===== src/hdl/apct_pkg.sv =====
`timescale 1ns / 1ps
`default_nettype none

package apct_pkg;

    localparam int SLOTS_DEF = 8;

    localparam logic [63:0] MATRIX_RESET = 64'd15453661431808;

    // input kinds
    localparam logic [2:0] KIND_ADD     = 3'd0;
    localparam logic [2:0] KIND_MARK    = 3'd1;
    localparam logic [2:0] KIND_SWEEP   = 3'd2;
    localparam logic [2:0] KIND_CLR_MAP = 3'd3;
    localparam logic [2:0] KIND_CLR_ALL = 3'd4;

    // collider types
    localparam logic [2:0] CT_NONE     = 3'd0;
    localparam logic [2:0] CT_FLOOR    = 3'd1;
    localparam logic [2:0] CT_PLATFORM = 3'd2;
    localparam logic [2:0] CT_PLAYER   = 3'd3;
    localparam logic [2:0] CT_DEATH    = 3'd4;
    localparam logic [2:0] CT_WIN      = 3'd5;
    localparam logic [2:0] CT_ATTACK   = 3'd6;
    localparam logic [2:0] CT_ENEMY    = 3'd7;

    typedef struct packed {
        logic signed [15:0] x;
        logic signed [15:0] y;
        logic [14:0]        w;
        logic [14:0]        h;
        logic [2:0]         ctype;
        logic               notify;
    } box_t;

    // map geometry that a map clear frees
    function automatic logic is_map_type(input logic [2:0] t);
        logic r;
        case (t) inside
            CT_FLOOR, CT_PLATFORM, CT_DEATH, CT_WIN: r = 1'b1;
            default: r = 1'b0;
        endcase
        return r;
    endfunction

endpackage

`default_nettype wire


===== src/hdl/apct_box_store.sv =====
`timescale 1ns / 1ps
`default_nettype none

module apct_box_store
    import apct_pkg::*;
#(
    parameter int SLOTS = SLOTS_DEF,
    localparam int IDX_W = $clog2(SLOTS)
) (
    input  wire logic             clk,
    input  wire logic             we,
    input  wire logic [IDX_W-1:0] waddr,
    input  wire box_t             wdata,
    input  wire logic [IDX_W-1:0] raddr_a,
    input  wire logic [IDX_W-1:0] raddr_b,
    output box_t                  rdata_a,
    output box_t                  rdata_b
);

    box_t mem [SLOTS];

    always_ff @(posedge clk)
    begin
        if (we)
        begin
            mem[waddr] <= wdata;
        end
    end

    // registered reads, two ports
    always_ff @(posedge clk)
    begin
        rdata_a <= mem[raddr_a];
        rdata_b <= mem[raddr_b];
    end

endmodule

`default_nettype wire


===== src/hdl/apct_overlap.sv =====
`timescale 1ns / 1ps
`default_nettype none

module apct_overlap
    import apct_pkg::*;
(
    input  wire box_t a,
    input  wire box_t b,
    output logic      hit
);

    logic signed [16:0] a_l, a_r, a_t, a_b;
    logic signed [16:0] b_l, b_r, b_t, b_b;

    // widen by one bit so edge sums never wrap
    always_comb
    begin
        a_l = {a.x[15], a.x};
        a_t = {a.y[15], a.y};
        b_l = {b.x[15], b.x};
        b_t = {b.y[15], b.y};
        a_r = a_l + $signed({2'b00, a.w});
        a_b = a_t + $signed({2'b00, a.h});
        b_r = b_l + $signed({2'b00, b.w});
        b_b = b_t + $signed({2'b00, b.h});
        hit = (a_l < b_r) && (a_r > b_l) && (a_t < b_b) && (a_b > b_t);
    end

endmodule

`default_nettype wire


===== src/hdl/aabb_pair_collision_table.sv =====
`timescale 1ns / 1ps
`default_nettype none

// Add, mark, map clear, clear all and unused kinds give their one item the cycle
// after acceptance; with results taken, a new item is accepted every cycle.
// A sweep walks SLOTS*(SLOTS-1)/2 pairs through one overlap unit: each pair once, each pair
// that notifies k about i once more, then a closing state. No new item is taken until the
// sweep has given its last item; output stalls hold the walk.
// Reset (rst_n low, asynchronous) empties the table, clears marks, loads the default matrix.
module aabb_pair_collision_table
    import apct_pkg::*;
#(
    parameter int SLOTS = SLOTS_DEF
) (
    input  wire logic               clk,
    input  wire logic               rst_n,
    // configuration: type permission matrix
    input  wire logic               cfg_we,
    input  wire logic [63:0]        cfg_data,
    // input items
    input  wire logic               in_valid,
    output logic                    in_ready,
    input  wire logic [2:0]         kind,
    input  wire logic signed [15:0] box_x,
    input  wire logic signed [15:0] box_y,
    input  wire logic [14:0]        box_w,
    input  wire logic [14:0]        box_h,
    input  wire logic [2:0]         box_type,
    input  wire logic               has_notify,
    input  wire logic [2:0]         slot_index,
    // result items
    output logic                    out_valid,
    input  wire logic               out_ready,
    output logic                    is_hit,
    output logic [2:0]              self_slot,
    output logic [2:0]              other_slot,
    output logic                    table_full,
    output logic                    last
);

    localparam int IDX_W = $clog2(SLOTS);

    localparam logic [1:0] S_IDLE   = 2'd0;
    localparam logic [1:0] S_SCAN   = 2'd1;
    localparam logic [1:0] S_FINISH = 2'd2;

    // control state
    logic [1:0]       state_reg, state_next;
    logic [IDX_W-1:0] i_reg, i_next;
    logic [IDX_W-1:0] k_reg, k_next;
    logic             ph_reg, ph_next;        // 0: notify i about k, 1: k about i
    logic [SLOTS-1:0] used_reg, used_next;
    logic [SLOTS-1:0] rm_reg, rm_next;        // marked for removal at next sweep
    logic [SLOTS-1:0] map_reg, map_next;      // slot holds a map-geometry type
    logic [63:0]      matrix_reg;

    // one notification held back until we know whether it is the last
    logic             pv_reg, pv_next;
    logic [IDX_W-1:0] ps_reg, ps_next;
    logic [IDX_W-1:0] po_reg, po_next;

    // output register
    logic             out_valid_reg;
    logic             hit_reg, full_reg, last_reg;
    logic [2:0]       self_reg, other_reg;

    logic             out_free, out_load;
    logic             o_hit, o_full, o_last;
    logic [2:0]       o_self, o_other;

    logic             in_accept;
    logic             add_we;
    logic [IDX_W-1:0] free_idx;
    logic             tbl_full;
    logic [IDX_W-1:0] mark_idx;
    logic             mark_ok;

    box_t             new_box, box_a, box_b;
    logic             ovl, h_base, h1, h2;
    logic             cur_hit, stall, last_pair;
    logic [IDX_W-1:0] cur_self, cur_other;

    assign out_free  = !out_valid_reg || out_ready;
    assign in_ready  = (state_reg == S_IDLE) && out_free;
    assign in_accept = in_valid && in_ready;

    assign out_valid  = out_valid_reg;
    assign is_hit     = hit_reg;
    assign self_slot  = self_reg;
    assign other_slot = other_reg;
    assign table_full = full_reg;
    assign last       = last_reg;

    // lowest free slot
    always_comb
    begin
        free_idx = '0;
        for (int s = SLOTS - 1; s >= 0; s--)
        begin
            if (!used_reg[s])
            begin
                free_idx = IDX_W'(s);
            end
        end
        tbl_full = &used_reg;
    end

    assign mark_idx = slot_index[IDX_W-1:0];
    assign mark_ok  = ({1'b0, slot_index} < 4'(SLOTS)) && used_reg[mark_idx];

    always_comb
    begin
        new_box.x      = box_x;
        new_box.y      = box_y;
        new_box.w      = box_w;
        new_box.h      = box_h;
        new_box.ctype  = box_type;
        new_box.notify = has_notify;
    end

    // box store: read addresses follow the next pair so the data lines up with i_reg/k_reg
    apct_box_store #(
        .SLOTS (SLOTS)
    ) u_store (
        .clk     (clk),
        .we      (add_we),
        .waddr   (free_idx),
        .wdata   (new_box),
        .raddr_a (i_next),
        .raddr_b (k_next),
        .rdata_a (box_a),
        .rdata_b (box_b)
    );

    // the one shared overlap unit
    apct_overlap u_overlap (
        .a   (box_a),
        .b   (box_b),
        .hit (ovl)
    );

    // gate each direction by the permission matrix and the notify flag of self
    assign h_base    = used_reg[i_reg] && used_reg[k_reg] && ovl;
    assign h1        = h_base && matrix_reg[{box_a.ctype, box_b.ctype}] && box_a.notify;
    assign h2        = h_base && matrix_reg[{box_b.ctype, box_a.ctype}] && box_b.notify;
    assign cur_hit   = ph_reg ? h2 : h1;
    assign cur_self  = ph_reg ? k_reg : i_reg;
    assign cur_other = ph_reg ? i_reg : k_reg;
    // a new hit pushes the held one out, which needs a free output register
    assign stall     = cur_hit && pv_reg && !out_free;
    assign last_pair = (i_reg == IDX_W'(SLOTS - 2)) && (k_reg == IDX_W'(SLOTS - 1));

    // sequencer
    always_comb
    begin
        state_next = state_reg;
        i_next     = i_reg;
        k_next     = k_reg;
        ph_next    = ph_reg;
        used_next  = used_reg;
        rm_next    = rm_reg;
        map_next   = map_reg;
        pv_next    = pv_reg;
        ps_next    = ps_reg;
        po_next    = po_reg;
        add_we     = 1'b0;
        out_load   = 1'b0;
        o_hit      = 1'b0;
        o_self     = '0;
        o_other    = '0;
        o_full     = 1'b0;
        o_last     = 1'b1;

        unique case (state_reg)
            S_IDLE:
            begin
                if (in_accept)
                begin
                    out_load = 1'b1;
                    unique case (kind)
                        KIND_ADD:
                        begin
                            if (tbl_full)
                            begin
                                o_full = 1'b1;
                            end
                            else
                            begin
                                add_we             = 1'b1;
                                used_next[free_idx] = 1'b1;
                                rm_next[free_idx]   = 1'b0;
                                map_next[free_idx]  = is_map_type(box_type);
                                o_self             = 3'(free_idx);
                            end
                        end
                        KIND_MARK:
                        begin
                            if (mark_ok)
                            begin
                                rm_next[mark_idx] = 1'b1;
                            end
                        end
                        KIND_SWEEP:
                        begin
                            // drop marked slots, then walk the pairs
                            out_load   = 1'b0;
                            used_next  = used_reg & ~rm_reg;
                            rm_next    = '0;
                            ph_next    = 1'b0;
                            state_next = S_SCAN;
                        end
                        KIND_CLR_MAP:
                        begin
                            used_next = used_reg & ~map_reg;
                            rm_next   = rm_reg & ~map_reg;
                        end
                        KIND_CLR_ALL:
                        begin
                            used_next = '0;
                            rm_next   = '0;
                        end
                        default:
                        begin
                        end
                    endcase
                end
            end

            S_SCAN:
            begin
                if (!stall)
                begin
                    if (cur_hit)
                    begin
                        if (pv_reg)
                        begin
                            out_load = 1'b1;
                            o_hit    = 1'b1;
                            o_self   = 3'(ps_reg);
                            o_other  = 3'(po_reg);
                            o_last   = 1'b0;
                        end
                        pv_next = 1'b1;
                        ps_next = cur_self;
                        po_next = cur_other;
                    end
                    if (!ph_reg && h2)
                    begin
                        // hold the pair for the reverse direction
                        ph_next = 1'b1;
                    end
                    else
                    begin
                        ph_next = 1'b0;
                        if (last_pair)
                        begin
                            i_next     = '0;
                            k_next     = IDX_W'(1);
                            state_next = S_FINISH;
                        end
                        else if (k_reg == IDX_W'(SLOTS - 1))
                        begin
                            i_next = i_reg + IDX_W'(1);
                            k_next = i_reg + IDX_W'(2);
                        end
                        else
                        begin
                            k_next = k_reg + IDX_W'(1);
                        end
                    end
                end
            end

            S_FINISH:
            begin
                // release the held notification as the last item, or an empty last item
                if (out_free)
                begin
                    out_load = 1'b1;
                    if (pv_reg)
                    begin
                        o_hit   = 1'b1;
                        o_self  = 3'(ps_reg);
                        o_other = 3'(po_reg);
                    end
                    pv_next    = 1'b0;
                    state_next = S_IDLE;
                end
            end

            default:
            begin
                state_next = S_IDLE;
            end
        endcase
    end

    always_ff @(posedge clk or negedge rst_n)
    begin
        if (!rst_n)
        begin
            state_reg     <= S_IDLE;
            i_reg         <= '0;
            k_reg         <= IDX_W'(1);
            ph_reg        <= 1'b0;
            used_reg      <= '0;
            rm_reg        <= '0;
            map_reg       <= '0;
            pv_reg        <= 1'b0;
            out_valid_reg <= 1'b0;
            matrix_reg    <= MATRIX_RESET;
        end
        else
        begin
            state_reg <= state_next;
            i_reg     <= i_next;
            k_reg     <= k_next;
            ph_reg    <= ph_next;
            used_reg  <= used_next;
            rm_reg    <= rm_next;
            map_reg   <= map_next;
            pv_reg    <= pv_next;
            if (cfg_we)
            begin
                matrix_reg <= cfg_data;
            end
            if (out_load)
            begin
                out_valid_reg <= 1'b1;
            end
            else if (out_ready)
            begin
                out_valid_reg <= 1'b0;
            end
        end
    end

    // payload registers
    always_ff @(posedge clk)
    begin
        ps_reg <= ps_next;
        po_reg <= po_next;
        if (out_load)
        begin
            hit_reg   <= o_hit;
            self_reg  <= o_self;
            other_reg <= o_other;
            full_reg  <= o_full;
            last_reg  <= o_last;
        end
    end

`ifndef SYNTHESIS
    a_pair_order: assert property (@(posedge clk) disable iff (!rst_n)
        (state_reg == S_SCAN) |-> (k_reg > i_reg))
        else $error("pair walk left i < k order");

    a_held_in_sweep: assert property (@(posedge clk) disable iff (!rst_n)
        pv_reg |-> (state_reg == S_SCAN || state_reg == S_FINISH))
        else $error("held notification outside a sweep");

    a_marks_on_used: assert property (@(posedge clk) disable iff (!rst_n)
        (rm_reg & ~used_reg) == '0)
        else $error("removal mark on a free slot");

    a_hit_not_full: assert property (@(posedge clk) disable iff (!rst_n)
        (out_valid_reg && hit_reg) |-> !full_reg)
        else $error("notification item flagged full");

    a_single_result: assert property (@(posedge clk) disable iff (!rst_n)
        (in_accept && kind != KIND_SWEEP) |=> (out_valid_reg && last_reg && state_reg == S_IDLE))
        else $error("non-sweep item gave no last result");
`endif

endmodule

`default_nettype wire


===== config.mk =====
export PLATFORM = sky130hd
export DESIGN_NAME = aabb_pair_collision_table
export DESIGN_NICKNAME = d
export VERILOG_FILES = /design/src/hdl/apct_pkg.sv /design/src/hdl/apct_box_store.sv /design/src/hdl/apct_overlap.sv /design/src/hdl/aabb_pair_collision_table.sv
export SDC_FILE = /design/constraint.sdc
export NUM_CORES = 1
export LEC_CHECK = 0
export BUFFER_PORTS_ARGS = -buffer_cell sky130_fd_sc_hd__buf_2
export CAP_MARGIN = 0
export CELL_PAD_IN_SITES_DETAIL_PLACEMENT = 1
export CELL_PAD_IN_SITES_GLOBAL_PLACEMENT = 2
export CORE_AREA = 10 10 297 299
export DETAILED_ROUTE_END_ITERATION = 12
export DIE_AREA = 0 0 307 309
export PLACE_DENSITY = 0.9
export SYNTH_ARGS = -nofsm -noshare
export SYNTH_HDL_FRONTEND = slang
export SYNTH_SLANG_ARGS = --single-unit
export TNS_END_PERCENT = 10

===== constraint.sdc =====
create_clock -name clk -period 9.5 [get_ports clk]
set_input_delay 1.425 -clock clk [delete_from_list [all_inputs] [get_ports clk]]
set_output_delay 1.425 -clock clk [all_outputs]
set_load 0.05 [all_outputs]

### Word-level counts from Yosys, hierarchy flattened

Memories as Yosys holds them, arrays and structs flattened. A register that Yosys moved wholly into a read port is not among the register bits.
Index checks and enable logic that the tools add are counted.

| storage, ports and cells | value |
|---|---|
| bits in registers | 114 |
| latch bits | 0 |
| memory bits (writable) | 528 |
| ROM bits | 0 |
| bits of input ports | 141 |
| output and inout bits | 11 |
| memories | 1 |

Memory list:

| memory | words | width | read ports | clocked after memory_dff | wr ports | line | text |
|---|---|---|---|---|---|---|---|
| u_store.mem | 8 | 66 | 2 | 2 | 1 | apct_box_store.sv:20 | `box_t mem [SLOTS];` |

| cells by class | value |
|---|---|
| add/subtract/negate cells | 7 |
| multiply operators | 0 |
| divide/modulo/power cells | 0 |
| $lt $le $gt $ge | 12 |
| equality and inequality tests | 21 |
| shifts and indexed selects | 0 |
| multiplexer cells | 94 |
| bitwise gates (word level) | 13 |
| reduce and logical (&&, ||, !) cells | 40 |

Operators with widths:

| cell | number |
|---|---|
| 3-bit 2-to-1 mux | 31 |
| 16-bit by 16-bit adder with 17-bit output | 4 |
| 8-bit case mux with 4 select lines | 2 |
| 1-bit 2-to-1 mux | 37 |
| 17-bit by 16-bit greater-than comparator with 1-bit output | 2 |
| 16-bit by 17-bit less-than comparator with 1-bit output | 2 |
| 8-bit AND | 4 |
| 8-bit 2-to-1 mux | 3 |
| 8-bit NOT | 3 |
| 1-bit logical AND | 17 |
| 3-bit by 4-bit less-than comparator with 1-bit output (second input constant) | 4 |
| 2-bit inequality test (second input constant) | 8 |
| 8-bit OR | 2 |
| 4-bit AND reduction | 4 |
| 3-bit == test (second input constant) | 5 |
| 6-bit by 7-bit less-than comparator with 1-bit output (second input constant) | 2 |
| 1-bit binary-select mux with 6-bit select | 2 |
| 2-bit 2-to-1 mux | 6 |
| 1-bit binary-select mux with 3-bit select | 3 |
| 3-bit by 2-bit == test with 1-bit output (second input constant) | 3 |
| 3-bit case mux with 3 select lines | 1 |
| 8-bit bitwise mux | 1 |
| 8-bit AND reduction | 1 |
| 4-bit nonzero test | 2 |
| other kinds (24) | 38 |

### Longest topological paths before layout

Gate-level depths: netlist of run 1.

| depth | value |
|---|---|
| depth after elaboration | 16 |
| depth in mapped cells | 29 |

### Cells and area by module

Synthesis of run 1 repeated with hierarchy kept, for this count alone.

| unflattened totals | value |
|---|---|
| cells, all modules | 2230 |
| area, all modules | 37146.9 um2 |

By module, submodules not included:

| module | instances | cells each | area each (um2) |
|---|---|---|---|
| apct_box_store | 1 | 1143 | 26420.3 |
| aabb_pair_collision_table | 1 | 530 | 6566.3 |
| apct_overlap | 1 | 557 | 4160.2 |

### Least setup slack after synthesis of run 1

Ideal clock, no wire load.

| timing path | value |
|---|---|
| kind | input-to-reg |
| start point | in out_ready |
| end point | reg map_reg[3] |
| library setup time | 128 ps |
| arrival | 6378 ps |
| data required time | 9372 ps |
| setup slack | 2994 ps |
| cell stages on the path | 8 |
| path buffers | 0 |
| path through | nor2b_1 > nor2_1 > nand2_1 > nor4_1 > and2_1 > nand2_1 > nor2_1 > mux2_2 |

| between the ends | value |
|---|---|
| word-level cells in the longest chain between the ends | 4 |

Ends and longest elaborated chain:

| item | line | text |
|---|---|---|
| start: declaration | aabb_pair_collision_table.sv:33 | `input wire logic out_ready,` |
| 1-bit logical OR | aabb_pair_collision_table.sv:83 | `assign out_free = !out_valid_reg \|\| out_ready;` |
| 1-bit logical AND | aabb_pair_collision_table.sv:84 | `assign in_ready = (state_reg == S_IDLE) && out_free;` |
| via in_ready | aabb_pair_collision_table.sv:22 | `output logic in_ready,` |
| 1-bit logical AND | aabb_pair_collision_table.sv:85 | `assign in_accept = in_valid && in_ready;` |
| 4-bit AND reduction (no line) | n/a |  |
| end signal: assignment | aabb_pair_collision_table.sv:321 | `map_reg <= map_next;` |
| end: declaration | aabb_pair_collision_table.sv:54 | `logic [SLOTS-1:0] map_reg, map_next;` |

The timed path passes the listed nets, and every way through them passes these cells.
A chain may end at the register's enable or synchronous reset.

### Final worst setup path of run 1

| timing path | value |
|---|---|
| start point | reg u_store.rdata_a[4] (netlist name) |
| end point | reg u_store.rdata_b[22] (netlist name) |

| between the ends | value |
|---|---|
| word-level cells in the longest chain between the ends | 11 |

Ends and longest elaborated chain:

| item | line | text |
|---|---|---|
| 16-bit by 16-bit adder with 17-bit output * | apct_overlap.sv:23 | `a_b = a_t + $signed({2'b00, a.h});` |
| 17-bit by 16-bit greater-than comparator with 1-bit output * | apct_overlap.sv:26 | `hit = (a_l < b_r) && (a_r > b_l) && (a_t < b_b) && (a_b > b_t);` |
| 1-bit logical AND * | apct_overlap.sv:26 |  |
| 1-bit logical AND * | aabb_pair_collision_table.sv:143 | `assign h_base = used_reg[i_reg] && used_reg[k_reg] && ovl;` |
| 1-bit logical AND, on equally long branches (2 in a row) | aabb_pair_collision_table.sv:144, aabb_pair_collision_table.sv:145 |  |
| 1-bit 2-to-1 mux | aabb_pair_collision_table.sv:146 | `assign cur_hit = ph_reg ? h2 : h1;` |
| 1-bit logical AND (2 in a row) | aabb_pair_collision_table.sv:150 | `assign stall = cur_hit && pv_reg && !out_free;` |
| 3-bit 2-to-1 mux * | aabb_pair_collision_table.sv:231 | `if (!stall)` |
| 3-bit 2-to-1 mux * | aabb_pair_collision_table.sv:174 | `unique case (state_reg)` |

Mark *: on every way between the ends. The rest lies on a longest branch, timed or not.

==> results of run 1 <==
## worst reg2reg max path: cells and delay by family (launching register included)
kind                       cells  cell delay, ns
AOI/OAI and AO/OA             13            3.05
DFF                            1            0.36
adders and majority gates      3            0.90
muxes                          2            0.72
and+or+nand+nor                6            1.69
buffers and inverters          3            1.30
## metrics by stage
stage / hold slack, ns / util (%)
after global routing: 0.532 / 52.0
after floorplan: 0.465 / -
final: 0.501 / 52.0
after CTS: 0.506 / 52.0
after detailed placement: 0.493 / 48.9
after global placement: 0.492 / 48.9
## power by group through the flow
stage / clock (mW) / sequential (mW) / combinational [mW]
2_1_floorplan: 0 / 4.32 / 5.80
3_3_place_gp: 0 / 4.62 / 7.46
3_5_place_dp: 0 / 4.63 / 7.89
4_1_cts: 3.13 / 4.57 / 8.00
5_1_grt: 3.27 / 4.59 / 8.80
6_report: 3.07 / 4.57 / 8.03
## layer usage
metal,part of all wire [%],global-route usage [%]
met5,0.066,0
met3,5.4,3.73
met1,41,28.7
met4,3.5,9.09
met2,50,42.7
## cell usage in the layout (no fill, tap or decap), types with 9 or more instances in the layout
cell       netlist  routed
ha_1           134     134
xnor2_1         35      35
nor2_1          72      64
nor3_1          19      19
a21oi_1        138     138
and3_1          75      75
mux2_2         152     152
o21ai_0         58      58
nand4_1         13      13
a31oi_1         11      11
a32oi_1         66      66
buf_2           63     150
a21o_1          13      13
clkbuf_1        64      22
clkbuf_16        0      84
nor2b_1         23      23
dfxtp_1        132     132
xor2_1          12      12
dfstp_2         11      11
nand3_1        162     162
inv_1           92      91
edfxtp_1       543     543
mux2i_1        421     418
a21boi_0        10      10
o21bai_1        12      12
buf_12           0      11
buf_4            1      23
dfrtp_1         88      88
clkinv_2         0      26
mux4_2          32      32
nand2b_1         9       9
nand2_1        521     521
## cell type report
type / count / area (um^2)
inverters: 93 / 358
well taps: 1070 / 1340
clock buffers: 109 / 2230
diodes: 4 / 10.0
repair buffers: 184 / 1140
multi-input cells: 2115 / 15700
fillers: 8365 / 39300
flip-flops and latches: 774 / 21400
clock inverters: 45 / 325
## how the worst min path moves through the flow
| stage | start | endpoint | cells after the start |
|---|---|---|---|
| finish | rm_reg[0] | rm_reg[0] | 1 |
| global route | rm_reg[0] | rm_reg[0] | 1 |
| CTS | rm_reg[0] | rm_reg[0] | 1 |
| detailed placement | rm_reg[0] | rm_reg[0] | 1 |
| global placement | rm_reg[0] | rm_reg[0] | 1 |
| floorplan | rm_reg[0] | rm_reg[0] | 1 |
## logic make-up (layout without fill, tap and decap cells)
family	count (synthesis)	count (layout)	share of synthesized area, %
AOI/OAI and AO/OA	396	396	6.87
xor gates and xnor gates	47	47	1.07
DFF	774	774	55.9
other	0	4	0
adders and majority gates	138	138	4.58
and+or+nand+nor	929	929	10.8
buffers and inverters	271	431	3.48
muxes	605	605	17.3
==> summary.txt, run 1 <==
Global routing
  – Antenna violations before repair: 20
  – Vias in the first global route: 28,600
  – First-pass GRT wire length: 174 mm
  – GRT Util Overall: 23.9%
  – Pin count of the biggest net entering global routing: 190
  – Total grt overflow: 0

Worst setup path
  – Reg-to-reg endpoint: u_store.rdata_b[22]
  – Worst EP arrival: 8.66 ns
  – R2r startpoint: u_store.rdata_a[4]
  – Worst path required time: 10.05 ns
  – Worst R2R Setup Slack: 1.38 ns
  – R2r worst-path depth: 27
  – Critical path buffer and inverter count: 3
  – CP Class: reg2reg
  – Worst Path Max Fanout: 166
  – Crit path from: u_store.rdata_a[4]
  – CP max stage cell: inv_8
  – CP Capture Point: u_store.rdata_b[22]
  – Critical path's most frequent cell: o21ai_0
  – Delay-heaviest family, CP: compound AO/OA/AOI/OAI gates
  – Startpoint types: flip-flop
  – Crit. path cell count: 27
  – CP peak stage delay: 0.70 ns
  – Crit end category: flip-flop

Clocking
  – Total CTS buffers: 84
  – Hold-fix buffers, CTS: 0
  – Root buf cell: clkbuf_16
  – Longest Clk Path Bufs: 3
  – Post_cts resized: 0
  – CTS Sinks: 774
  – H-tree depth: 3
  – Clk_lat worst skew: 0.66 ns
  – CTS tree: built
  – Post-CTS Setup Bufs: 0
  – Clock transition at path regs: 0.06 ns

Final layout
  – Post-route insts no fill: 4,394
  – Number of flip-flops in the largest register: 528
  – Top Registers: u_store.mem (528), u_store.rdata_a (66), u_store.rdata_b (66)
  – Final Instance Area: 42,600 um^2
  – Ratio of cells with drive above 1 in the final layout: 15.9%
  – Area grow syn2layout: 11.0%
  – Total Nets Final: 3,531
  – Register with the most flip-flops: u_store.mem

Power
  – P per Cell Area: 368 nW/um^2
  – Flop pwr share: 29.1%
  – NetSw: 6.75 mW
  – Leakage: 15.9 nW
  – Worst VDD drop: 443 uV
  – Total power: 15.7 mW
  – Clock share of power: 19.6%
  – Int Power: 8.91 mW
  – Combinational share of power: 51.2%
  – Switching fraction of total power: 43.1%

Yosys
  – Area share of the leading cell type in the synthesized netlist: 42.5%
  – Sequential fraction of the synthesis area: 55.9%
  – Warnings, synthesis: 0
  – Top-count cell post-synth: edfxtp_1
  – Mapped Avg Cell Area: 12.1 um^2
  – Leading area contributor after synthesis: edfxtp_1
  – Synth unique cells: 72
  – Synth top area cells: edfxtp_1 43%, mux2i_1 11%, dfxtp_1 6.9%, dfrtp_1 5.7%, nand2_1 5.1%
  – EDFF count, synth: 543
  – Commonest cells in the netlist: 543 x edfxtp_1, 521 x nand2_1, 421 x mux2i_1, 162 x nand3_1, 152 x mux2_2
  – Top_reg_cell synth: edfxtp_1
  – Synthesized flop and latch total: 774
  – Netlist Area Pre-Place: 38,300 um^2
  – Post-synth ARST share: 12.8%
  – Syn_nets: 3,439
  – Cells after synthesis: 3,160

Route
  – DRT iter0 DRCs: 1,917
  – DRC: 0
  – DRT Pass-1 Iters: 5
  – Vias/cell: 6.02
  – Via count of the routed design: 26,500
  – Post-Route WL: 116 mm
  – Routed len/inst: 26.3 um
  – Antenna viol nets, final: 0

Placement
  – Placed cell count: 4,236
  – Post-DP HPWL: 74.4 mm
  – Port Buf Inserts: 151
  – Dpl cell area: 40,000 um^2
  – Gpl congestion: 0.857
  – DP Worst Slack: 1.36 ns

Floorplan
  – # rows: 105
  – Die area: 94,900 um^2
  – Die width: 307 um
  – Core area: 81,800 um^2
  – DIE HEIGHT: 309 um
  – Starting Density: 46.9%
  – Boundary Pins: 152

Timing
  – RSZ-0062 raised after global routing: no
  – Worst rel slew slack: 19.6%
  – Clock skew: 0.0262 ns
  – Min Tclk post-route: 8.12 ns
  – Hold Vio Cnt, Final: 0
  – Final setup viols: 0
  – Final worst slack: 1.38 ns
  – Slew Limit Fails: 0
  – Worst-margin pin slew: 1.20 ns
  – Tcrit/Tclk final: 85.4%
  – Total negative slack: 0 ns
  – F_max: 123 MHz

Min path
  – Hold Path Class: reg2reg

Run
  – Max Cap Viol: 0

Run status
  – Status: completed
(Power assumes the default switching activity.)
==> run 2, diff against run 1 <==
--- a/config.mk
+++ b/config.mk
@@ -6,14 +6,14 @@
 export NUM_CORES = 1
 export LEC_CHECK = 0
 export BUFFER_PORTS_ARGS = -buffer_cell sky130_fd_sc_hd__buf_2
-export CAP_MARGIN = 0
 export CELL_PAD_IN_SITES_DETAIL_PLACEMENT = 1
 export CELL_PAD_IN_SITES_GLOBAL_PLACEMENT = 2
-export CORE_AREA = 10 10 297 299
+export CORE_AREA = 10 10 284 286
 export DETAILED_ROUTE_END_ITERATION = 12
-export DIE_AREA = 0 0 307 309
-export PLACE_DENSITY = 0.9
+export DIE_AREA = 0 0 294 296
+export PLACE_DENSITY = 0.89
 export SYNTH_ARGS = -nofsm -noshare
 export SYNTH_HDL_FRONTEND = slang
+export SYNTH_HIERARCHICAL = 1
 export SYNTH_SLANG_ARGS = --single-unit
 export TNS_END_PERCENT = 10
==> run 2 against run 1 <==
  * Total power is 5.2% lower
  * Worst setup slack better by 0.20 ns
  * Global-route usage is 1.7 points lower
  * Non-clock buffer count is 8 lower
  * Critical path depth is 2 lower
  * Via count is 19% lower
  * Maximum frequency is 2.5% higher
  * Clock skew is 0.0033 ns lower
  * Wire length is 17% lower
  * Register-to-register slack better by 0.20 ns
  * Clock-buffer cell count is 3 higher
  * Sequential power is 2% lower
  * Critical path type unchanged
  * Largest power group unchanged
  * Highest routed layer unchanged
==> summary.txt, run 2 <==
Floorplan
  – Starting Density: 49.4% (+2.6 points)
  – Die width: 294 um (-4.2%)
  – DIE HEIGHT: 296 um (-4.2%)
  – Boundary Pins: 152 (unchanged)
  – # rows: 101 (-3.8%)
  – Die area: 87,000 um^2 (-8.3%)
  – Core area: 75,200 um^2 (-8.1%)

Clocking
  – Clock transition at path regs: 0.06 ns (about the same)
  – Hold-fix buffers, CTS: 0 (unchanged)
  – Total CTS buffers: 84 (unchanged)
  – Post_cts resized: 0 (unchanged)
  – CTS tree: built
  – CTS Sinks: 774 (unchanged)
  – H-tree depth: 3 (unchanged)
  – Post-CTS Setup Bufs: 0 (unchanged)
  – Longest Clk Path Bufs: 3 (unchanged)
  – Clk_lat worst skew: 0.65 ns (about the same)
  – Root buf cell: clkbuf_16

Route
  – DRT Pass-1 Iters: 5 (unchanged)
  – Antenna viol nets, final: 0 (unchanged)
  – DRT iter0 DRCs: 1,453 (-24%)
  – Routed len/inst: 27.9 um (+6.1%)
  – Via count of the routed design: 21,500 (-19%)
  – Vias/cell: 6.24 (+3.7%)
  – DRC: 0 (unchanged)
  – Post-Route WL: 96.0 mm (-17%)

Placement
  – Port Buf Inserts: 151 (unchanged)
  – Dpl cell area: 38,900 um^2 (-2.8%)
  – Gpl congestion: 0.843 (-1.6%)
  – DP Worst Slack: 1.68 ns (+0.324 ns)
  – Post-DP HPWL: 60.0 mm (-19%)

Timing
  – Final worst slack: 1.58 ns (+0.195 ns)
  – Slew Limit Fails: 0 (unchanged)
  – Clock skew: 0.0229 ns (-0.00328 ns)
  – Worst rel slew slack: 26.7% (+7.1 points)
  – Min Tclk post-route: 7.92 ns (-0.195 ns)
  – Hold Vio Cnt, Final: 0 (unchanged)
  – RSZ-0062 raised after global routing: no
  – Total negative slack: 0 ns (unchanged)
  – Worst-margin pin slew: 1.09 ns (-0.111 ns)
  – F_max: 126 MHz (+2.5%)
  – Worst hold margin: 0.495 ns (-0.00585 ns)
  – Tcrit/Tclk final: 83.4% (-2.1 points)
  – Final setup viols: 0 (unchanged)

Yosys
  – Warnings, synthesis: 6 (+6)
  – Synthesized flop and latch total: 774 (unchanged)
  – Cells after synthesis: 2,230 (-29%)
  – Mapped Avg Cell Area: 16.7 um^2 (+37%)
  – Area share of the leading cell type in the synthesized netlist: 43.9% (+1.4 points)
  – Synth unique cells: 88 (+22%)
  – EDFF count, synth: 543 (unchanged)
  – Leading area contributor after synthesis: edfxtp_1
  – Top_reg_cell synth: edfxtp_1
  – Netlist Area Pre-Place: 37,100 um^2 (-3.1%)
  – Sequential fraction of the synthesis area: 57.7% (+1.8 points)
  – Synth top area cells: edfxtp_1 44%, mux4_2 18%, dfxtp_1 7.1%, mux2_2 6.5%, dfrtp_1 5.9%
  – Top-count cell post-synth: edfxtp_1
  – Commonest cells in the netlist: 543 x edfxtp_1, 295 x mux4_2, 216 x mux2_2, 134 x ha_1, 132 x dfxtp_1
  – Post-synth ARST share: 12.8% (unchanged)
  – Syn_nets: 2,509 (-27%)

Global routing
  – GRT Util Overall: 22.2% (-1.7 points)
  – Vias in the first global route: 23,900 (-16%)
  – Total grt overflow: 0 (unchanged)
  – Pin count of the biggest net entering global routing: 134 (-29%)
  – Antenna violations before repair: 14 (-30%)
  – First-pass GRT wire length: 147 mm (-15%)

Final layout
  – Area grow syn2layout: 12.3%
  – Most frequent cells in the layout: 543 x edfxtp_1, 295 x mux4_2, 214 x mux2_2
  – Register with the most flip-flops: u_store/mem
  – Commonest non-fill, non-tap cell in the layout: edfxtp_1
  – Number of flip-flops in the largest register: 528 (unchanged)
  – Total Nets Final: 2,667 (-24%)
  – Ratio of cells with drive above 1 in the final layout: 35.2% (+19 points)
  – Final Instance Area: 41,700 um^2 (-2.0%)
  – Top Registers: u_store/mem (528), u_store/rdata_a (66), u_store/rdata_b (66)

Worst setup path
  – CP peak stage delay: 0.71 ns (about the same)
  – Startpoint types: flip-flop
  – Crit end category: flip-flop
  – Worst Path Max Fanout: 51 (-69%)
  – CP Class: reg2reg
  – Worst EP arrival: 8.44 ns (-0.22 ns)
  – Delay-heaviest family, CP: compound AO/OA/AOI/OAI gates
  – CP max stage cell: mux2_8
  – R2r startpoint: u_store/rdata_b[4]
  – Crit path from: u_store/rdata_b[4]
  – Worst path required time: 10.02 ns (-0.03 ns)
  – Critical path buffer and inverter count: 2 (-1)

Power
  – Total power: 14.8 mW (-5.2%)
  – Worst VDD drop: 258 uV (-42%)
  – Leakage: 14.9 nW (-6.2%)
  – P per Cell Area: 356 nW/um^2 (-3.3%)

Run
  – Max Cap Viol: 0 (unchanged)

Min path
  – Hold path startpoint: rm_reg[7]
  – Hold Path Class: reg2reg

Run status
  – Status: completed
==> run 2: changes by cell type after synthesis, sizes merged, moves of 55 or more <==
cell	previous run	this run
a21oi	138	70
a32oi	66	1
and3	75	6
buf	114	59
mux2	152	219
mux2i	421	32
mux4	32	295
nand2	521	70
nand3	162	20
==> run 2: final timing paths <==
check                                       to  slack (ns)  depth (start not counted)
setup / recovery           u_store/rdata_b[58]        1.58                         25
hold / removal                       rm_reg[7]        0.50                          1
setup reg to reg           u_store/rdata_b[58]        1.58                         25
hold reg to reg                      rm_reg[7]        0.50                          1
max in group asynchronous       matrix_reg[12]        7.56                          2
min in group asynchronous          used_reg[1]        0.72                          1
==> run 2: report_power, final <==
group | switching, mW | internal, mW | leakage (nW) | total [mW]
clock | 1.36 | 1.99 | 1.38 | 3.35
sequential | 0.433 | 4.03 | 7.20 | 4.47
combinational | 3.63 | 3.40 | 6.30 | 7.03
==> run 2: final cells by class <==
type	instances	area [um^2]
repair buffers	176	996
multi-input cells	1270	14900
inverters	82	308
fillers	6834	33500
clock inverters	43	484
clock buffers	112	2340
well taps	978	1220
flip-flops and latches	774	21400
diodes	2	5.00
==> run 2: logic make-up (layout without fill, tap and decap cells) <==
kind of cell / Yosys count / count (layout) / share of synthesized area, %
flops: 774 / 774 / 57.7
mux: 546 / 546 / 25.4
compound gates: 280 / 280 / 5.16
simple gates: 256 / 256 / 3.32
buf+inv: 186 / 413 / 2.47
fa+ha+maj: 138 / 138 / 4.73
xor+xnor: 50 / 50 / 1.18
other cells: 0 / 2 / 0
==> run 2: per-stage QoR <==
step,instances,utilization (%)
floorplan,2230,-
global placement,3280,51.7
detailed placement,3280,51.7
CTS,3435,55.5
global route,3437,55.5
finish,3437,55.5
==> run 2: layer usage <==
layer  part of all wire (%)  wire length [um]  GRT usage, %
met1                     39             37600          26.6
met2                     53             51200          40.7
met3                    4.9              4740          3.65
met4                    2.5              2410          6.35
met5                   0.11               102             0
==> run 3, diff against run 2 <==
--- a/config.mk
+++ b/config.mk
@@ -8,10 +8,10 @@
 export BUFFER_PORTS_ARGS = -buffer_cell sky130_fd_sc_hd__buf_2
 export CELL_PAD_IN_SITES_DETAIL_PLACEMENT = 1
 export CELL_PAD_IN_SITES_GLOBAL_PLACEMENT = 2
-export CORE_AREA = 10 10 284 286
+export CORE_AREA = 10 10 309 311
 export DETAILED_ROUTE_END_ITERATION = 12
-export DIE_AREA = 0 0 294 296
-export PLACE_DENSITY = 0.89
+export DIE_AREA = 0 0 319 321
+export PLACE_DENSITY = 0.8
 export SYNTH_ARGS = -nofsm -noshare
 export SYNTH_HDL_FRONTEND = slang
 export SYNTH_HIERARCHICAL = 1
==> constraint.sdc (replaced) <==
create_clock -name clk -period 6.85 [get_ports clk]
set_input_delay 1.0275 -clock clk [delete_from_list [all_inputs] [get_ports clk]]
set_output_delay 1.0275 -clock clk [all_outputs]
set_load 0.05 [all_outputs]
==> run 3 against run 2 <==
  * Clock skew rose by 0.010 ns
  * Critical path depth grew 1
  * Highest routed layer unchanged
  * Combinational power up 48%
==> summary.txt, run 3 (synthesis gave the netlist of run 2 again) <==
Placement
  – Gpl congestion: 0.858 (+1.7%)
  – DP Worst Slack: 0.0639 ns (-1.62 ns)
  – Port Buf Inserts: 151 (unchanged)
  – Post-DP HPWL: 63.0 mm (+5.0%)
  – Dpl cell area: 39,800 um^2 (+2.5%)
  – Placed cell count: 3,524 (+7.4%)

Floorplan
  – Die area: 102,000 um^2 (+18%)
  – Boundary Pins: 152 (unchanged)
  – # rows: 110 (+8.9%)
  – Die width: 319 um (+8.5%)
  – Core area: 89,300 um^2 (+19%)
  – Starting Density: 41.6% (-7.8 points)
  – DIE HEIGHT: 321 um (+8.4%)

Clocking
  – CTS Sinks: 774 (unchanged)
  – Clk_lat worst skew: 0.65 ns (about the same)
  – H-tree depth: 3 (unchanged)
  – Root buf cell: clkbuf_16
  – Clock transition at path regs: 0.06 ns (about the same)
  – Total CTS buffers: 84 (unchanged)
  – CTS tree: built
  – Longest Clk Path Bufs: 3 (unchanged)

Final layout
  – Multi-input logic area: 15,000 um^2 (+0.45%)
  – Number of flip-flops in the largest register: 528 (unchanged)
  – Most frequent cells in the layout: 543 x edfxtp_1, 295 x mux4_2, 214 x mux2_2
  – Post-layout util: 47.9% (-7.5 points)
  – Top Registers: u_store/mem (528), u_store/rdata_a (66), u_store/rdata_b (66)
  – Commonest non-fill, non-tap cell in the layout: edfxtp_1
  – Total Nets Final: 2,719 (+1.9%)
  – Register Area: 21,400 um^2 (unchanged)
  – Register with the most flip-flops: u_store/mem
  – Ratio of cells with drive above 1 in the final layout: 36.9% (+1.7 points)
  – Post-route insts no fill: 3,689 (+7.3%)
  – Final Instance Area: 42,800 um^2 (+2.7%)
  – # fillers: 8,469 (+24%)
  – Area grow syn2layout: 15.3%

Worst setup path
  – Critical path buffer and inverter count: 5 (+3)
  – Worst R2R Setup Slack: 0.32 ns (-1.26 ns)
  – Worst Path Max Fanout: 22 (-57%)
  – CP max stage cell: dfxtp_1
  – Reg-to-reg endpoint: u_store/rdata_a[58]
  – Worst EP arrival: 7.04 ns (-1.40 ns)
  – Crit end category: flip-flop
  – R2r startpoint: u_store/rdata_a[20]
  – Startpoint types: flip-flop
  – CP peak stage delay: 0.48 ns (-0.23 ns)
  – Crit. path cell count: 26 (+4.0%)
  – Delay-heaviest family, CP: compound AO/OA/AOI/OAI gates
  – R2r worst-path depth: 26 (+4.0%)
  – Worst path required time: 7.36 ns (-2.66 ns)
  – CP Class: reg2reg

Route
  – Max Used Layer: met5
  – Post-Route WL: 97.7 mm (+1.8%)
  – DRC: 0 (unchanged)
  – Routed len/inst: 26.5 um (-5.2%)
  – Met3 Wirelength: 4.76 mm (+0.49%)
  – DRT iter0 DRCs: 1,528 (+5.2%)
  – Routed wire length on met2: 50.1 mm (-2.1%)
  – Via count of the routed design: 21,300 (-0.56%)
  – Vias/cell: 5.78 (-7.4%)
  – Antenna viol nets, final: 0 (unchanged)
  – DRT Pass-1 Iters: 5 (unchanged)
  – M1 WL: 39.7 mm (+5.6%)

Timing
  – Hold Vio Cnt, Final: 0 (unchanged)
  – Final worst slack: 0.315 ns (-1.26 ns)
  – F_max: 153 MHz (+21%)
  – RSZ-0062 raised after global routing: no
  – Worst rel slew slack: 28.5% (+1.8 points)
  – Final setup viols: 0 (unchanged)
  – Slew Limit Fails: 0 (unchanged)
  – Clock skew: 0.0334 ns (+0.0105 ns)
  – Min Tclk post-route: 6.53 ns (-1.39 ns)
  – Tcrit/Tclk final: 95.4% (+12 points)
  – Worst-margin pin slew: 1.07 ns (-0.0264 ns)

Global routing
  – Pin count of the biggest net entering global routing: 86 (-36%)
  – First-pass GRT wire length: 148 mm (+0.63%)
  – Vias in the first global route: 23,900 (-0.12%)
  – Total grt overflow: 0 (unchanged)
  – Antenna violations before repair: 18 (+4)
  – GRT Util Overall: 18.8% (-3.4 points)

Power
  – Total power: 21.2 mW (+43%)
  – Worst VDD drop: 258 uV (-0.15%)
  – P per Cell Area: 494 nW/um^2 (+39%)
  – Leakage: 15.3 nW (+2.6%)

Run
  – Max Cap Viol: 0 (unchanged)

Min path
  – Hold Path Class: in2async

Run status
  – Status: completed
run 3: changes by cell type in the layout (fill, tap and decap cells not counted), moves of 2 or more:
cell | previous run | this run
a21oi_2 | 1 | 3
clkinv_1 | 9 | 12
a21oi_1 | 67 | 65
buf_4 | 22 | 38
a211oi_1 | 13 | 9
buf_12 | 4 | 38
a211oi_2 | 4 | 8
clkinv_8 | 0 | 2
inv_4 | 3 | 0
clkinv_2 | 11 | 14
run 3: stage by stage:
stage          hold slack, ns  setup TNS, ns
6_report                0.318              0
5_1_grt                 0.318              0
4_1_cts                 0.288              0
3_5_place_dp            0.495              0
3_3_place_gp            0.481              0
2_1_floorplan           0.462         -22.63
run 3: area by class of cell:
cell class / instances / area share [%]
well taps: 1176 / 3.44
diodes: 3 / 0.0175
clock inverters: 46 / 1.16
flip-flops and latches: 774 / 50.1
inverters: 82 / 0.719
repair buffers: 228 / 4.28
multi-input cells: 1270 / 35.0
clock buffers: 110 / 5.37
run 3: repair_timing:
item	CTS	global route
resized for setup	1	17
pin swaps	0	3
cloned	0	2
buffers inserted	0	4
hold buffers	0	0
endpoints found under the setup margin	4	132
run 3: how the worst max path moves through the flow:
stage	start	to	slack, ns
2_1_floorplan	out_ready	u_store/mem[0][0]	-0.34
3_3_place_gp	u_store/rdata_b[4]	u_store/rdata_a[34]	0.04
3_5_place_dp	u_store/rdata_b[50]	u_store/rdata_a[34]	0.06
4_1_cts	u_store/rdata_b[50]	u_store/rdata_a[34]	0.002
5_1_grt	u_store/rdata_b[4]	u_store/rdata_b[27]	0.005
6_report	u_store/rdata_a[20]	u_store/rdata_a[58]	0.32
run 3: metal layers:
metal  up-vias  GRT usage, %
met5         -             0
met3       195          3.21
li1       9420             -
met2       516          32.9
met4        18          6.39
met1     11200          23.4
run 3: report_power, final:
group          leakage [nW]  total, mW  internal [mW]  switching (mW)
Clock                  1.36       4.58           2.71            1.87
Combinational          6.70       10.4           5.20            5.20
Sequential             7.20       6.18           5.59           0.581
run 3: worst reg2reg max path, cell delays in order (launching register included):
cell and delay, ns:
dfxtp_1 0.48, inv_1 0.12, fa_1 0.47, nor2b_1 0.13, o21ai_1 0.09, a21boi_1 0.38
o31ai_1 0.19, a211oi_1 0.35, o21ai_0 0.12, a31oi_1 0.25, ha_1 0.19, nand3_1 0.17
nor4_1 0.46, nand3_1 0.13, o21ai_0 0.21, nor4_2 0.09, buf_4 0.16, o21a_1 0.12
nand3b_1 0.15, buf_4 0.15, o21ai_2 0.09, a211oi_2 0.38, mux2_8 0.45, buf_12 0.15
buf_12 0.17, mux4_2 0.46, mux2_2 0.28
